[config.mk]
export PLATFORM = sky130hd
export DESIGN_NAME = updown_digital_pot_controller
export DESIGN_NICKNAME = d
export VERILOG_FILES = /design/src/sv/upd_pkg.sv /design/src/sv/upd_div.sv /design/src/sv/upd_dp.sv /design/src/sv/upd_ctrl.sv /design/src/sv/updown_digital_pot_controller.sv
export SDC_FILE = /design/constraint.sdc
export NUM_CORES = 2
export LEC_CHECK = 0
export BUFFER_PORTS_ARGS = -buffer_cell sky130_fd_sc_hd__buf_2
export CAP_MARGIN = 40
export CORE_AREA = 4 4 243 245
export CTS_CLUSTER_DIAMETER = 80
export DETAILED_ROUTE_END_ITERATION = 7
export DIE_AREA = 0 0 247 249
export PLACE_DENSITY = 0.7
export SYNTH_ARGS = -nofsm -noshare
export SYNTH_HDL_FRONTEND = slang
export SYNTH_SLANG_ARGS = --single-unit
export TNS_END_PERCENT = 30
[constraint.sdc]
create_clock -name clk -period 19 [get_ports clk]
set_clock_uncertainty 0.05 [all_clocks]
set_input_delay 0.95 -clock clk [delete_from_list [all_inputs] [get_ports clk]]
set_output_delay 0.95 -clock clk [all_outputs]
set_load 0.005 [all_outputs]
[src/sv/upd_pkg.sv]
// Shared types and constants for the up/down digital potentiometer controller.
`default_nettype none

package upd_pkg;

    // Wiper range and field widths.
    localparam int unsigned MAX_POSITION = 99;
    localparam int unsigned POS_W        = 7;
    localparam int unsigned VAL_W        = 20;
    localparam int unsigned CNT_W        = 8;
    localparam int unsigned PROD_W       = VAL_W + POS_W;

    // Reset value of the full-scale resistance register, in ohms.
    localparam logic [VAL_W-1:0] NOMINAL_RESET = VAL_W'(10000);

    // Command codes.
    typedef enum logic [2:0] {
        OP_SET_POS   = 3'd0,
        OP_SET_RES   = 3'd1,
        OP_STEP_UP   = 3'd2,
        OP_STEP_DOWN = 3'd3,
        OP_STORE     = 3'd4,
        OP_READ      = 3'd5
    } opcode_t;

    // Operand selection for the shared multiply-add.
    typedef enum logic {
        SEL_TARGET = 1'b0,
        SEL_OHMS   = 1'b1
    } div_sel_t;

    // Request payload.
    typedef struct packed {
        logic [2:0]       opcode;
        logic [VAL_W-1:0] value;
    } in_item_t;

    // Response payload.
    typedef struct packed {
        logic             ok;
        logic [POS_W-1:0] position;
        logic             position_known;
        logic             direction;
        logic [CNT_W-1:0] pulse_count;
        logic             stored;
        logic [VAL_W-1:0] resistance;
    } out_item_t;

    // Commands from the controller to the datapath.
    typedef struct packed {
        logic     latch_in;
        logic     div_start;
        div_sel_t div_sel;
        logic     apply;
        logic     load_out;
    } ctrl_cmd_t;

    // Status from the datapath to the controller.
    typedef struct packed {
        logic res_path;
        logic div_done;
        logic ohm_done;
    } dp_status_t;

endpackage

`default_nettype wire

[src/sv/upd_div.sv]
// Bit-serial restoring divider for the ohms-to-position conversion.
`default_nettype none

module upd_div (
    input  wire logic                           clk,
    input  wire logic                           rst_n,
    input  wire logic                           start,
    input  wire logic [upd_pkg::PROD_W-1:0]     dividend,
    input  wire logic [upd_pkg::VAL_W-1:0]      divisor,
    output logic      [upd_pkg::PROD_W-1:0]     quotient,
    output logic                                done
);

    localparam int unsigned CNT_BITS = $clog2(upd_pkg::PROD_W);

    logic                           busy_reg, busy_next;
    logic                           done_reg, done_next;
    logic [CNT_BITS-1:0]            count_reg, count_next;
    logic [upd_pkg::PROD_W-1:0]     quo_reg, quo_next;
    logic [upd_pkg::VAL_W-1:0]      rem_reg, rem_next;
    logic [upd_pkg::VAL_W-1:0]      divisor_reg, divisor_next;
    logic [upd_pkg::VAL_W:0]        trial;
    logic                           fits;

    // One quotient bit per cycle: shift in the next dividend bit and try a subtract.
    assign trial = {rem_reg, quo_reg[upd_pkg::PROD_W-1]};
    assign fits  = trial >= {1'b0, divisor_reg};

    always_comb
    begin
        busy_next    = busy_reg;
        done_next    = 1'b0;
        count_next   = count_reg;
        quo_next     = quo_reg;
        rem_next     = rem_reg;
        divisor_next = divisor_reg;
        if (start)
        begin
            busy_next    = 1'b1;
            count_next   = CNT_BITS'(upd_pkg::PROD_W - 1);
            quo_next     = dividend;
            rem_next     = '0;
            divisor_next = divisor;
        end
        else if (busy_reg)
        begin
            quo_next = {quo_reg[upd_pkg::PROD_W-2:0], fits};
            rem_next = fits ? upd_pkg::VAL_W'(trial - {1'b0, divisor_reg})
                            : trial[upd_pkg::VAL_W-1:0];
            if (count_reg == '0)
            begin
                busy_next = 1'b0;
                done_next = 1'b1;
            end
            else
            begin
                count_next = count_reg - 1'b1;
            end
        end
    end

    // Control state.
    always_ff @(posedge clk or negedge rst_n)
    begin
        if (!rst_n)
        begin
            busy_reg  <= 1'b0;
            done_reg  <= 1'b0;
            count_reg <= '0;
        end
        else
        begin
            busy_reg  <= busy_next;
            done_reg  <= done_next;
            count_reg <= count_next;
        end
    end

    // Working registers.
    always_ff @(posedge clk)
    begin
        quo_reg     <= quo_next;
        rem_reg     <= rem_next;
        divisor_reg <= divisor_next;
    end

    assign quotient = quo_reg;
    assign done     = done_reg;

endmodule

`default_nettype wire

[src/sv/upd_dp.sv]
// Datapath: wiper tracking, nominal resistance register, conversions and result register.
`default_nettype none

module upd_dp (
    input  wire logic                        clk,
    input  wire logic                        rst_n,
    input  wire logic                        cfg_we,
    input  wire logic [upd_pkg::VAL_W-1:0]   cfg_wdata,
    input  wire upd_pkg::in_item_t           in_data,
    input  wire upd_pkg::ctrl_cmd_t          cmd,
    output upd_pkg::dp_status_t              status,
    output upd_pkg::out_item_t               out_data
);

    localparam logic [upd_pkg::POS_W-1:0] MAX_POS  = upd_pkg::POS_W'(upd_pkg::MAX_POSITION);
    localparam logic [upd_pkg::CNT_W-1:0] MAX_CNT  = upd_pkg::CNT_W'(upd_pkg::MAX_POSITION);
    localparam logic [upd_pkg::VAL_W-1:0] MAX_VAL  = upd_pkg::VAL_W'(upd_pkg::MAX_POSITION);
    localparam logic [upd_pkg::VAL_W-1:0] HALF_MAX = upd_pkg::VAL_W'(upd_pkg::MAX_POSITION / 2);

    // Reciprocal of the maximum position, rounded up; exact for any dividend of PROD_W bits.
    localparam int unsigned OHM_SHIFT = upd_pkg::PROD_W + upd_pkg::POS_W;
    localparam int unsigned RECIP_W   = upd_pkg::PROD_W + 1;
    localparam int unsigned OPROD_W   = upd_pkg::PROD_W + RECIP_W;
    localparam logic [63:0] RECIP_64  = ((64'd1 << OHM_SHIFT) + 64'(upd_pkg::MAX_POSITION)
                                         - 64'd1) / 64'(upd_pkg::MAX_POSITION);
    localparam logic [RECIP_W-1:0] OHM_RECIP = RECIP_W'(RECIP_64);

    logic [upd_pkg::VAL_W-1:0]  nominal_reg;
    logic [2:0]                 op_reg;
    logic [upd_pkg::VAL_W-1:0]  value_reg;
    logic [upd_pkg::POS_W-1:0]  wiper_pos_reg, wiper_pos_next;
    logic                       wiper_known_reg, wiper_known_next;
    logic                       ok_reg, ok_next;
    logic                       dir_reg, dir_next;
    logic [upd_pkg::CNT_W-1:0]  pulses_reg, pulses_next;
    logic                       stored_reg, stored_next;
    upd_pkg::out_item_t         out_reg, out_next;

    logic [upd_pkg::VAL_W-1:0]  mul_a, mul_c;
    logic [upd_pkg::POS_W-1:0]  mul_b;
    logic [upd_pkg::PROD_W-1:0] product;
    logic [upd_pkg::PROD_W-1:0] quotient;
    logic                       div_done;
    logic                       div_start;
    logic                       ohm_start;
    logic [upd_pkg::PROD_W-1:0] ohm_num_reg;
    logic                       ohm_mul_reg;
    logic [upd_pkg::VAL_W-1:0]  ohm_quo_reg;
    logic [OPROD_W-1:0]         ohm_prod;
    logic                       pos_ok;
    logic                       res_path;
    logic                       moves;
    logic                       home;
    logic [upd_pkg::POS_W-1:0]  target;
    logic [upd_pkg::POS_W-1:0]  p0;
    logic [upd_pkg::CNT_W-1:0]  base;
    logic                       nominal_set;

    // Request checks on the latched command.
    assign nominal_set = nominal_reg != '0;
    assign pos_ok      = value_reg <= MAX_VAL;
    assign res_path    = (op_reg == upd_pkg::OP_SET_RES) && nominal_set
                         && (value_reg <= nominal_reg);

    // Shared multiply-add: value * MAX + nominal / 2 for the divider, or
    // position * nominal + MAX / 2 for the resistance readback.
    always_comb
    begin
        if (cmd.div_sel == upd_pkg::SEL_OHMS)
        begin
            mul_a = nominal_reg;
            mul_b = wiper_pos_reg;
            mul_c = HALF_MAX;
        end
        else
        begin
            mul_a = value_reg;
            mul_b = MAX_POS;
            mul_c = {1'b0, nominal_reg[upd_pkg::VAL_W-1:1]};
        end
    end

    assign product = upd_pkg::PROD_W'(mul_a) * upd_pkg::PROD_W'(mul_b)
                     + upd_pkg::PROD_W'(mul_c);

    assign div_start = cmd.div_start && (cmd.div_sel == upd_pkg::SEL_TARGET);
    assign ohm_start = cmd.div_start && (cmd.div_sel == upd_pkg::SEL_OHMS);

    upd_div u_div (
        .clk      (clk),
        .rst_n    (rst_n),
        .start    (div_start),
        .dividend (product),
        .divisor  (nominal_reg),
        .quotient (quotient),
        .done     (div_done)
    );

    // Readback division by the maximum position: reciprocal multiply and shift.
    assign ohm_prod = OPROD_W'(ohm_num_reg) * OPROD_W'(OHM_RECIP);

    // Wiper move: homing run first when the position is unknown, then the command's run.
    always_comb
    begin
        moves = ((op_reg == upd_pkg::OP_SET_POS) && pos_ok) || res_path
                || (op_reg == upd_pkg::OP_STEP_UP) || (op_reg == upd_pkg::OP_STEP_DOWN);
        home  = moves && !wiper_known_reg;
        p0    = home ? '0 : wiper_pos_reg;
        base  = home ? MAX_CNT : '0;
        target = (op_reg == upd_pkg::OP_SET_RES) ? quotient[upd_pkg::POS_W-1:0]
                                                 : value_reg[upd_pkg::POS_W-1:0];

        wiper_pos_next   = p0;
        wiper_known_next = wiper_known_reg | moves;
        dir_next         = 1'b0;
        pulses_next      = base;
        ok_next          = 1'b0;
        stored_next      = 1'b0;

        case (op_reg)
            upd_pkg::OP_SET_POS, upd_pkg::OP_SET_RES:
            begin
                ok_next = moves;
                if (moves)
                begin
                    wiper_pos_next = target;
                    if (p0 > target)
                    begin
                        pulses_next = base + upd_pkg::CNT_W'(p0 - target);
                    end
                    else if (p0 < target)
                    begin
                        pulses_next = base + upd_pkg::CNT_W'(target - p0);
                        dir_next    = 1'b1;
                    end
                end
            end
            upd_pkg::OP_STEP_UP:
            begin
                ok_next = 1'b1;
                if (p0 < MAX_POS)
                begin
                    wiper_pos_next = p0 + 1'b1;
                    pulses_next    = base + 1'b1;
                    dir_next       = 1'b1;
                end
            end
            upd_pkg::OP_STEP_DOWN:
            begin
                ok_next = 1'b1;
                if (p0 != '0)
                begin
                    wiper_pos_next = p0 - 1'b1;
                    pulses_next    = base + 1'b1;
                end
            end
            upd_pkg::OP_STORE:
            begin
                ok_next     = 1'b1;
                stored_next = 1'b1;
            end
            upd_pkg::OP_READ:
            begin
                ok_next = 1'b1;
            end
            default:
            begin
                ok_next = 1'b0;
            end
        endcase
    end

    // Result assembly.
    always_comb
    begin
        out_next.ok             = ok_reg;
        out_next.position       = wiper_pos_reg;
        out_next.position_known = wiper_known_reg;
        out_next.direction      = dir_reg;
        out_next.pulse_count    = pulses_reg;
        out_next.stored         = stored_reg;
        out_next.resistance     = (wiper_known_reg && nominal_set) ? ohm_quo_reg : '0;
    end

    // Control state: configuration register, tracked wiper and readback step.
    always_ff @(posedge clk or negedge rst_n)
    begin
        if (!rst_n)
        begin
            nominal_reg     <= upd_pkg::NOMINAL_RESET;
            wiper_pos_reg   <= '0;
            wiper_known_reg <= 1'b0;
            ohm_mul_reg     <= 1'b0;
        end
        else
        begin
            if (cfg_we)
            begin
                nominal_reg <= cfg_wdata;
            end
            if (cmd.apply)
            begin
                wiper_pos_reg   <= wiper_pos_next;
                wiper_known_reg <= wiper_known_next;
            end
            ohm_mul_reg <= ohm_start;
        end
    end

    // Payload registers.
    always_ff @(posedge clk)
    begin
        if (cmd.latch_in)
        begin
            op_reg    <= in_data.opcode;
            value_reg <= in_data.value;
        end
        if (cmd.apply)
        begin
            ok_reg     <= ok_next;
            dir_reg    <= dir_next;
            pulses_reg <= pulses_next;
            stored_reg <= stored_next;
        end
        if (ohm_start)
        begin
            ohm_num_reg <= product;
        end
        if (ohm_mul_reg)
        begin
            ohm_quo_reg <= ohm_prod[OHM_SHIFT +: upd_pkg::VAL_W];
        end
        if (cmd.load_out)
        begin
            out_reg <= out_next;
        end
    end

    // Status to the controller.
    always_comb
    begin
        status.res_path = res_path;
        status.div_done = div_done;
        status.ohm_done = ohm_mul_reg;
    end

    assign out_data = out_reg;

endmodule

`default_nettype wire

[src/sv/upd_ctrl.sv]
// Controller: sequences each request through conversion, wiper update and result hand-off.
`default_nettype none

module upd_ctrl (
    input  wire logic                 clk,
    input  wire logic                 rst_n,
    input  wire logic                 in_valid,
    input  wire logic                 out_stall,
    input  wire upd_pkg::dp_status_t  status,
    output upd_pkg::ctrl_cmd_t        cmd,
    output logic                      in_stall,
    output logic                      out_valid
);

    typedef enum logic [6:0] {
        S_IDLE  = 7'b0000001,
        S_QRES  = 7'b0000010,
        S_WRES  = 7'b0000100,
        S_MOVE  = 7'b0001000,
        S_QOHM  = 7'b0010000,
        S_WOHM  = 7'b0100000,
        S_OUT   = 7'b1000000
    } state_t;

    state_t state_reg, state_next;
    logic   out_valid_reg, out_valid_next;
    logic   out_free;

    // The result register can take a new result once the old one is gone or leaving.
    assign out_free = !out_valid_reg || !out_stall;

    // Next state and commands.
    always_comb
    begin
        state_next    = state_reg;
        cmd.latch_in  = 1'b0;
        cmd.div_start = 1'b0;
        cmd.div_sel   = upd_pkg::SEL_TARGET;
        cmd.apply     = 1'b0;
        cmd.load_out  = 1'b0;
        case (state_reg)
            S_IDLE:
            begin
                cmd.latch_in = in_valid;
                if (in_valid)
                begin
                    state_next = S_QRES;
                end
            end
            S_QRES:
            begin
                cmd.div_start = status.res_path;
                state_next    = status.res_path ? S_WRES : S_MOVE;
            end
            S_WRES:
            begin
                if (status.div_done)
                begin
                    state_next = S_MOVE;
                end
            end
            S_MOVE:
            begin
                cmd.apply  = 1'b1;
                state_next = S_QOHM;
            end
            S_QOHM:
            begin
                cmd.div_start = 1'b1;
                cmd.div_sel   = upd_pkg::SEL_OHMS;
                state_next    = S_WOHM;
            end
            S_WOHM:
            begin
                cmd.div_sel = upd_pkg::SEL_OHMS;
                if (status.ohm_done)
                begin
                    state_next = S_OUT;
                end
            end
            S_OUT:
            begin
                cmd.div_sel  = upd_pkg::SEL_OHMS;
                cmd.load_out = out_free;
                if (out_free)
                begin
                    state_next = S_IDLE;
                end
            end
            default:
            begin
                state_next = S_IDLE;
            end
        endcase
    end

    // Result valid holds until the downstream side takes it.
    assign out_valid_next = cmd.load_out || (out_valid_reg && out_stall);

    always_ff @(posedge clk or negedge rst_n)
    begin
        if (!rst_n)
        begin
            state_reg     <= S_IDLE;
            out_valid_reg <= 1'b0;
        end
        else
        begin
            state_reg     <= state_next;
            out_valid_reg <= out_valid_next;
        end
    end

    assign in_stall  = state_reg != S_IDLE;
    assign out_valid = out_valid_reg;

endmodule

`default_nettype wire

[src/sv/updown_digital_pot_controller.sv]
// Top level of the up/down digital potentiometer controller.
`default_nettype none

// Takes one request at a time and answers each with one response. The
// response is presented once the request has passed the check, wiper update,
// resistance readback and output states; a set resistance that passes its
// checks first waits for its ohms-to-position conversion, which runs a
// bit-serial divider. The resistance readback divides by the maximum position
// with a registered reciprocal multiply. A new request is taken from the cycle
// after the response is loaded, even while that response still waits in the
// output register; a stalled output holds a second response back until the
// first one is taken. The wiper is tracked, not driven: the first command that
// moves an unknown wiper counts a full downward homing run. nominal_resistance
// may be written only while idle.
module updown_digital_pot_controller (
    input  wire logic                        clk,
    input  wire logic                        rst_n,
    input  wire logic                        cfg_we,
    input  wire logic [upd_pkg::VAL_W-1:0]   cfg_wdata,
    input  wire logic                        in_valid,
    output logic                             in_stall,
    input  wire upd_pkg::in_item_t           in_data,
    output logic                             out_valid,
    input  wire logic                        out_stall,
    output upd_pkg::out_item_t               out_data
);

    upd_pkg::ctrl_cmd_t  cmd;
    upd_pkg::dp_status_t status;

    upd_ctrl u_ctrl (
        .clk       (clk),
        .rst_n     (rst_n),
        .in_valid  (in_valid),
        .out_stall (out_stall),
        .status    (status),
        .cmd       (cmd),
        .in_stall  (in_stall),
        .out_valid (out_valid)
    );

    upd_dp u_dp (
        .clk       (clk),
        .rst_n     (rst_n),
        .cfg_we    (cfg_we),
        .cfg_wdata (cfg_wdata),
        .in_data   (in_data),
        .cmd       (cmd),
        .status    (status),
        .out_data  (out_data)
    );

    // A request in progress blocks the next one.
    a_busy_after_accept: assert property (@(posedge clk) disable iff (!rst_n)
        in_valid && !in_stall |=> in_stall)
        else $error("request accepted while another was in progress");

    // The tracked wiper never leaves its range.
    a_position_range: assert property (@(posedge clk) disable iff (!rst_n)
        out_valid |-> out_data.position <= upd_pkg::POS_W'(upd_pkg::MAX_POSITION))
        else $error("wiper position beyond its maximum");

    // No resistance is reported for an unknown wiper.
    a_unknown_ohms: assert property (@(posedge clk) disable iff (!rst_n)
        out_valid && !out_data.position_known |-> out_data.resistance == '0)
        else $error("resistance reported for an unknown wiper");

    // A refused command issues no pulses and no store.
    a_refused_quiet: assert property (@(posedge clk) disable iff (!rst_n)
        out_valid && !out_data.ok |-> out_data.pulse_count == '0 && !out_data.stored)
        else $error("refused command issued pulses or a store");

endmodule

`default_nettype wire
Yosys cells after proc, flatten, opt, wreduce, memory -nomap -nowiden
Cells that the tools add are included.
{"block": "word_totals", "inputBits": 48, "reg_bits": 231, "wordCells": 137, "out_inout_bits": 41}
{"block": "classes", "mul": 2, "n_lt_le_gt_ge": 6, "eq_ne": 18, "add_sub_neg": 10, "n_mux": 46, "bitwise": 2, "reduce_logical": 26}
{"operator": "7-bit 2-to-1 mux", "count": 11}
{"operator": "27-bit by 28-bit multiplier with 54-bit output (second input constant)", "count": 1}
{"operator": "27-bit 2-to-1 mux", "count": 2}
{"operator": "7-bit one-hot mux with 7 select lines", "count": 1}
{"operator": "20-bit 2-to-1 mux", "count": 2}
{"operator": "8-bit 2-to-1 mux", "count": 5}
{"operator": "27-bit by 19-bit adder with 27-bit output", "count": 1}
{"operator": "20-bit by 7-bit multiplier with 27-bit output", "count": 1}
{"operator": "8-bit one-hot mux with 3 select lines", "count": 1}
{"operator": "21-bit by 20-bit greater-or-equal comparator with 1-bit output", "count": 1}
{"operator": "7-bit one-hot mux with 3 select lines", "count": 1}
{"operator": "20-bit less-or-equal comparator", "count": 1}
{"operator": "20-bit by 7-bit less-or-equal comparator with 1-bit output (second input constant)", "count": 1}
{"operator": "20-bit nonzero test", "count": 1}
{"operator": "20-bit subtractor", "count": 1}
{"operator": "19-bit 2-to-1 mux", "count": 1}
{"operator": "8-bit adder", "count": 2}
{"operator": "7-bit by 7-bit subtractor with 8-bit output", "count": 2}
{"operator": "1-bit 2-to-1 mux", "count": 15}
{"operator": "5-bit 2-to-1 mux", "count": 3}
{"operator": "8-bit by 1-bit adder with 8-bit output (second input constant)", "count": 1}
{"operator": "1-bit logical AND", "count": 8}
{"operator": "2-bit by 1-bit inequality test with 1-bit output (second input constant)", "count": 4}
{"operator": "7-bit by 1-bit adder with 7-bit output (second input constant)", "count": 1}
{"operator": "32 further kinds", "count": 42}

Logic depth before layout (Yosys ltp)
{"block": "logic_depth", "ltp_word": 14, "depth_mapped": 26, "depth_no_buf": 25}

Hierarchy
A second synthesis with hierarchy kept.
{"block": "hier_totals", "cells_unflattened": 2798, "area_unflattened_um2": 28912.7}
{"module": "upd_dp", "seq_area_each_um2": 4335.4, "cells_per_inst": 2345, "instances": 1, "area_per_inst_um2": 24159.4}
{"module": "upd_div", "seq_area_each_um2": 1986.9, "cells_per_inst": 386, "instances": 1, "area_per_inst_um2": 4186.5}
{"module": "upd_ctrl", "seq_area_each_um2": 201.4, "cells_per_inst": 67, "instances": 1, "area_per_inst_um2": 566.8}

Worst setup path after synthesis
OpenSTA, ideal clock, no wires.
{"block": "synth_timing", "path_kind": "register to register", "start": "reg u_dp.ohm_num_reg[10] in the netlist's numbering", "end": "reg u_dp.ohm_quo_reg[13] in the netlist's numbering, data pin", "slack_ns": 12.494, "n_path_buf": 0, "stages_incl_launch_ff": 22, "required_time_ns": 18.692, "period_less_slack_ns": 6.506, "setup_time_ns": 0.258, "arrival_time_ns": 6.198, "cell_sequence": "edfxtp_1 inv_1 fa_1 fa_1 inv_1 fa_1 fa_1 inv_1 fa_1 fa_1 inv_1 fa_1 ha_1 nand2_1 or2_2 a311o_1 a31oi_1 o21ai_0 a21boi_1 o21a_1 nor2_1 xnor2_1"}
{"block": "synth_via", "elab_chain_len": 1}
{"element": "start: declaration", "line_no": "upd_dp.sv:46", "text": "logic [upd_pkg::PROD_W-1:0] ohm_num_reg;"}
{"element": "start signal: assignment", "line_no": "upd_dp.sv:227", "text": "ohm_num_reg <= product;"}
{"element": "27-bit by 28-bit multiplier with 54-bit output", "line_no": "upd_dp.sv:100", "text": "assign ohm_prod = OPROD_W'(ohm_num_reg) * OPROD_W'(OHM_RECIP);"}
{"element": "via u_dp.ohm_prod[47]", "line_no": "upd_dp.sv:49", "text": "logic [OPROD_W-1:0] ohm_prod;"}
{"element": "end signal: assignment", "line_no": "upd_dp.sv:231", "text": "ohm_quo_reg <= ohm_prod[OHM_SHIFT +: upd_pkg::VAL_W];"}
{"element": "end: declaration", "line_no": "upd_dp.sv:48", "text": "logic [upd_pkg::VAL_W-1:0] ohm_quo_reg;"}
The timed path passes the listed nets, and every way through them passes these cells.
A chain may end at the register's enable or synchronous reset.

Worst setup path in the final report
{"block": "layout_timing", "start": "reg u_ctrl.state_reg[0]", "end": "reg u_dp.u_div.quo_reg, in the netlist u_dp.u_div.quotient[22], data pin"}
{"block": "layout_via", "elab_chain_len": 7, "word_cells_on_any_way": 15, "cone_classes": "add/sub: 1; mul: 1; eq/ne: 4; mux: 6; bitwise: 1; reduce/logical: 2"}
{"element": "start: declaration", "line_no": "upd_ctrl.sv:25", "text": "state_t state_reg, state_next;"}
{"element": "start signal: assignment", "line_no": "upd_ctrl.sv:109", "text": "state_reg <= state_next;"}
{"element": "7-bit by 5-bit == test with 1-bit output (tied with other cells)", "line_no": "upd_ctrl.sv:41", "text": "case (state_reg)"}
{"element": "3-bit OR reduction (no line) (*)"}
{"element": "1-bit 2-to-1 mux (*)", "line_no": "upd_ctrl.sv:41"}
{"element": "20-bit 2-to-1 mux / 7-bit 2-to-1 mux (equally long branches)", "line_no": "upd_dp.sv:69", "text": "if (cmd.div_sel == upd_pkg::SEL_OHMS)"}
{"element": "20-bit by 7-bit multiplier with 27-bit output", "line_no": "upd_dp.sv:83", "text": "assign product = upd_pkg::PROD_W'(mul_a) * upd_pkg::PROD_W'(mul_b)"}
{"element": "27-bit by 19-bit adder with 27-bit output (*)", "line_no": "upd_dp.sv:84", "text": "+ upd_pkg::PROD_W'(mul_c);"}
{"element": "via u_dp.product, one bit", "line_no": "upd_dp.sv:41", "text": "logic [upd_pkg::PROD_W-1:0] product;"}
{"element": "27-bit 2-to-1 mux (*)", "line_no": "upd_div.sv:37", "text": "if (start)"}
{"element": "via u_dp.u_div.quo_next, one bit", "line_no": "upd_div.sv:19", "text": "logic [upd_pkg::PROD_W-1:0] quo_reg, quo_next;"}
{"element": "end signal: assignment", "line_no": "upd_div.sv:82", "text": "quo_reg <= quo_next;"}
{"element": "end: declaration", "line_no": "upd_div.sv:19"}
Mark *: on every way through the listed nets, which the timed path passes. The rest lies on a longest branch.

==> key figures <==
Setup path
  – WP data arrival: 7.93 ns
  – CP Max Fanout: 67
  – Crit path kind: reg2reg
  – Most frequent CP cell: fa_1
  – Setup crit end kind: register
  – Worst path bufs/invs: 4
  – Delay-heaviest family, CP: adder cells
  – Crit-path max cell delay: 0.70 ns
  – Worst path slowest cell: and3_2
  – Startpoint types: register
  – Critical Path RT: 19.25 ns
  – Crit path cell chain: nor2_1, and2_1, nand3b_1, and3_2, buf_4, nor2b_1, buf_4, a22o_1, fa_1, inv_1, fa_1, fa_1, fa_1, inv_1, ha_1, and2_1, a221oi_1, o21ba_2, a21oi_2, nor4_2, o31a_2, nand2b_1, xor2_1, mux2_2

Timing
  – Least-Margin Pin Slew: 0.858 ns
  – Setup violators final: 0
  – Max-Slew Margin vs Limit: 42.6%
  – Post-layout minimum cycle time: 7.69 ns
  – RSZ-0062 raised after global routing: false
  – Pins Over Slew Limit: 0
  – Period utilisation layout: 40.4%
  – Fmax achieved: 0.130 GHz
  – Fin. Hold Viols: 0
  – Fin Setup TNS: 0 ns

Detailed routing
  – Drt wl/cell: 20.2 microns
  – Routed vias/inst: 5.64
  – First-pass iteration count of the detailed router: 6
  – Total Wirelength: 73,900 microns
  – Via Count: 20,600
  – DR iter-0 viols: 1,513
  – Routed Antenna Nets: 0
  – DRC: 0

Clock tree
  – Clk buf depth: 3
  – TritonCTS clock tree: built
  – Hold buffers post-CTS: 0
  – CTS-repair resized insts: 0
  – Sink Count: 231
  – Post-CTS setup buffers: 0
  – Clock slew at reported path FFs: 0.06 ns
  – Total CTS buffers: 26
  – Clock Latency Late Sink: 0.58 ns
  – H-tree depth: 1
  – CTS Root Cell: clkbuf_16

Global route
  – Initial antenna violation count: 1
  – Vias in the first global route: 22,100
  – First-pass GRT wire length: 120,000 microns
  – Pin count of the biggest net entering global routing: 68
  – Grt ovf: 0
  – Global Route Usage Sum: 24.6%

Place
  – Placed Area: 30,100 sq um
  – Detail Placement HPWL: 60,400 microns
  – RD Place Congestion: 0.952
  – I/O Buffers: 88

Floorplanning
  – Cell Rows: 88
  – # IOs: 89
  – Full die area: 61,500 sq um
  – Die X: 247 microns
  – Initial Utilization: 50.4%
  – DIE HEIGHT: 249 microns
  – Core Area: 57,100 sq um

Flow run
  – Max-cap violations: 0

Finish
  – Commonest cells after routing, fill and taps aside: inv_1 (638), fa_1 (418), ha_1 (371)
  – Area growth syn-to-layout: 7.71%
  – Nets: 3,708
  – FILL cells: 5,027
  – Fin area: 31,000 sq um
  – Layout cells sized above 1: 7.06%
  – Most common cell after layout, fill and taps aside: inv_1
  – Ant diodes: 0
  – Largest register FFs: 39

Synth
  – Sequential fraction of the synthesis area: 22.6%
  – Most used DFF post-synth: edfxtp_1
  – Syn Nets: 3,649
  – Post-synth top area share: 29.0%
  – Area leader, netlist: fa_1
  – FF+latch count, synth: 231
  – Post-Syn Area: 28,800 sq um
  – Netlist cell types: 89
  – Syn Area/Cell: 10.2 sq um
  – Post-synth ARST share: 19.0%
  – Number of synthesized flops with an enable pin: 167
  – Most area-consuming cells after synthesis: fa_1 (29%), edfxtp_1 (17%), ha_1 (16%)
  – Warnings from Yosys: 0
  – Syn Inst Count: 2,812

Status
  – Status: finished, final reports clean

Hold path
  – Hold crit path type: in2async
==> logic make-up (layout without fill, tap and decap cells) <==
family          Yosys count  in the layout  share of synthesized area (%)
compound gates          440            440                           10.3
xor+xnor                 76             76                           2.31
fa+ha+maj               789            789                           45.1
buf+inv                 727            806                           9.53
flops                   231            231                           22.6
mux                      32             32                           1.16
simple gates            517            517                           8.88
==> path summary, 6_finish.rpt <==
kind,slack (ns),endpoint,startpoint,depth (start not counted)
setup reg to reg,11.31,u_dp.u_div.quotient[22],u_ctrl.state_reg[0],24
setup / recovery,11.31,u_dp.u_div.quotient[22],u_ctrl.state_reg[0],24
hold / removal,0.19,u_dp.wiper_pos_reg[0],rst_n,1
hold reg to reg,0.37,u_dp.out_data[20],u_dp.stored_reg,0
max in group asynchronous,18.12,u_dp.nominal_reg[4],rst_n,2
min in group clk,0.37,u_dp.out_data[20],u_dp.stored_reg,0
==> routing by layer <==
metal,up-vias,GRT usage [%],wire [microns]
met3,150,5.58,5820
met4,3,7.49,2320
met1,10300,33.5,31000
li1,9392,-,-
met2,786,39.5,34700
met5,-,0,95
==> cell usage after synthesis, drive strengths merged (21+ instances only) <==
library cell and instances:
o21ai 94, edfxtp 167, a21oi 116, nand2 179, nor2 83, a21o 34
inv 645, ha 371, nand3 31, xnor2 54, a22oi 23, xor2 22
and3 67, a22o 44, fa 418, nand4 21, nor3 39, mux2i 21
dfrtp 38, clkbuf 72
==> final cells by class <==
class,count,area (sq um),share of cell area (%)
multi-input cells,1854,19600,63.0
inverters,645,2420,7.80
flip-flops and latches,231,6520,21.0
clock buffers,32,673,2.17
clock inverters,16,230,0.742
well taps,765,957,3.08
repair buffers,113,673,2.17
==> worst register-to-register path, stage by stage, from the launching register on <==
cell and delay (ns):
dfstp_2 0.56, nor2_1 0.07, and2_1 0.17, nand3b_1 0.14, and3_2 0.70, buf_4 0.68, nor2b_1 0.11, buf_4 0.24
a22o_1 0.22, fa_1 0.50, inv_1 0.06, fa_1 0.50, fa_1 0.52, fa_1 0.54, inv_1 0.04, ha_1 0.32
and2_1 0.21, a221oi_1 0.45, o21ba_2 0.22, a21oi_2 0.07, nor4_2 0.31, o31a_2 0.23, nand2b_1 0.08, xor2_1 0.16
mux2_2 0.26
==> metrics by stage <==
step	cells	hold slack [ns]	setup WS [ns]	util, %
2_1_floorplan	2812	0.350	12.49	-
4_1_cts	3653	0.181	10.92	54.3
5_1_grt	3656	0.186	10.78	54.3
3_5_place_dp	3605	0.356	10.92	52.7
3_3_place_gp	3599	0.353	11.15	52.5
6_report	3656	0.194	11.31	54.3
Power is left out: the tool's default activity adds up to more than one toggle a clock period on the data nets, which glitch-free logic cannot reach.
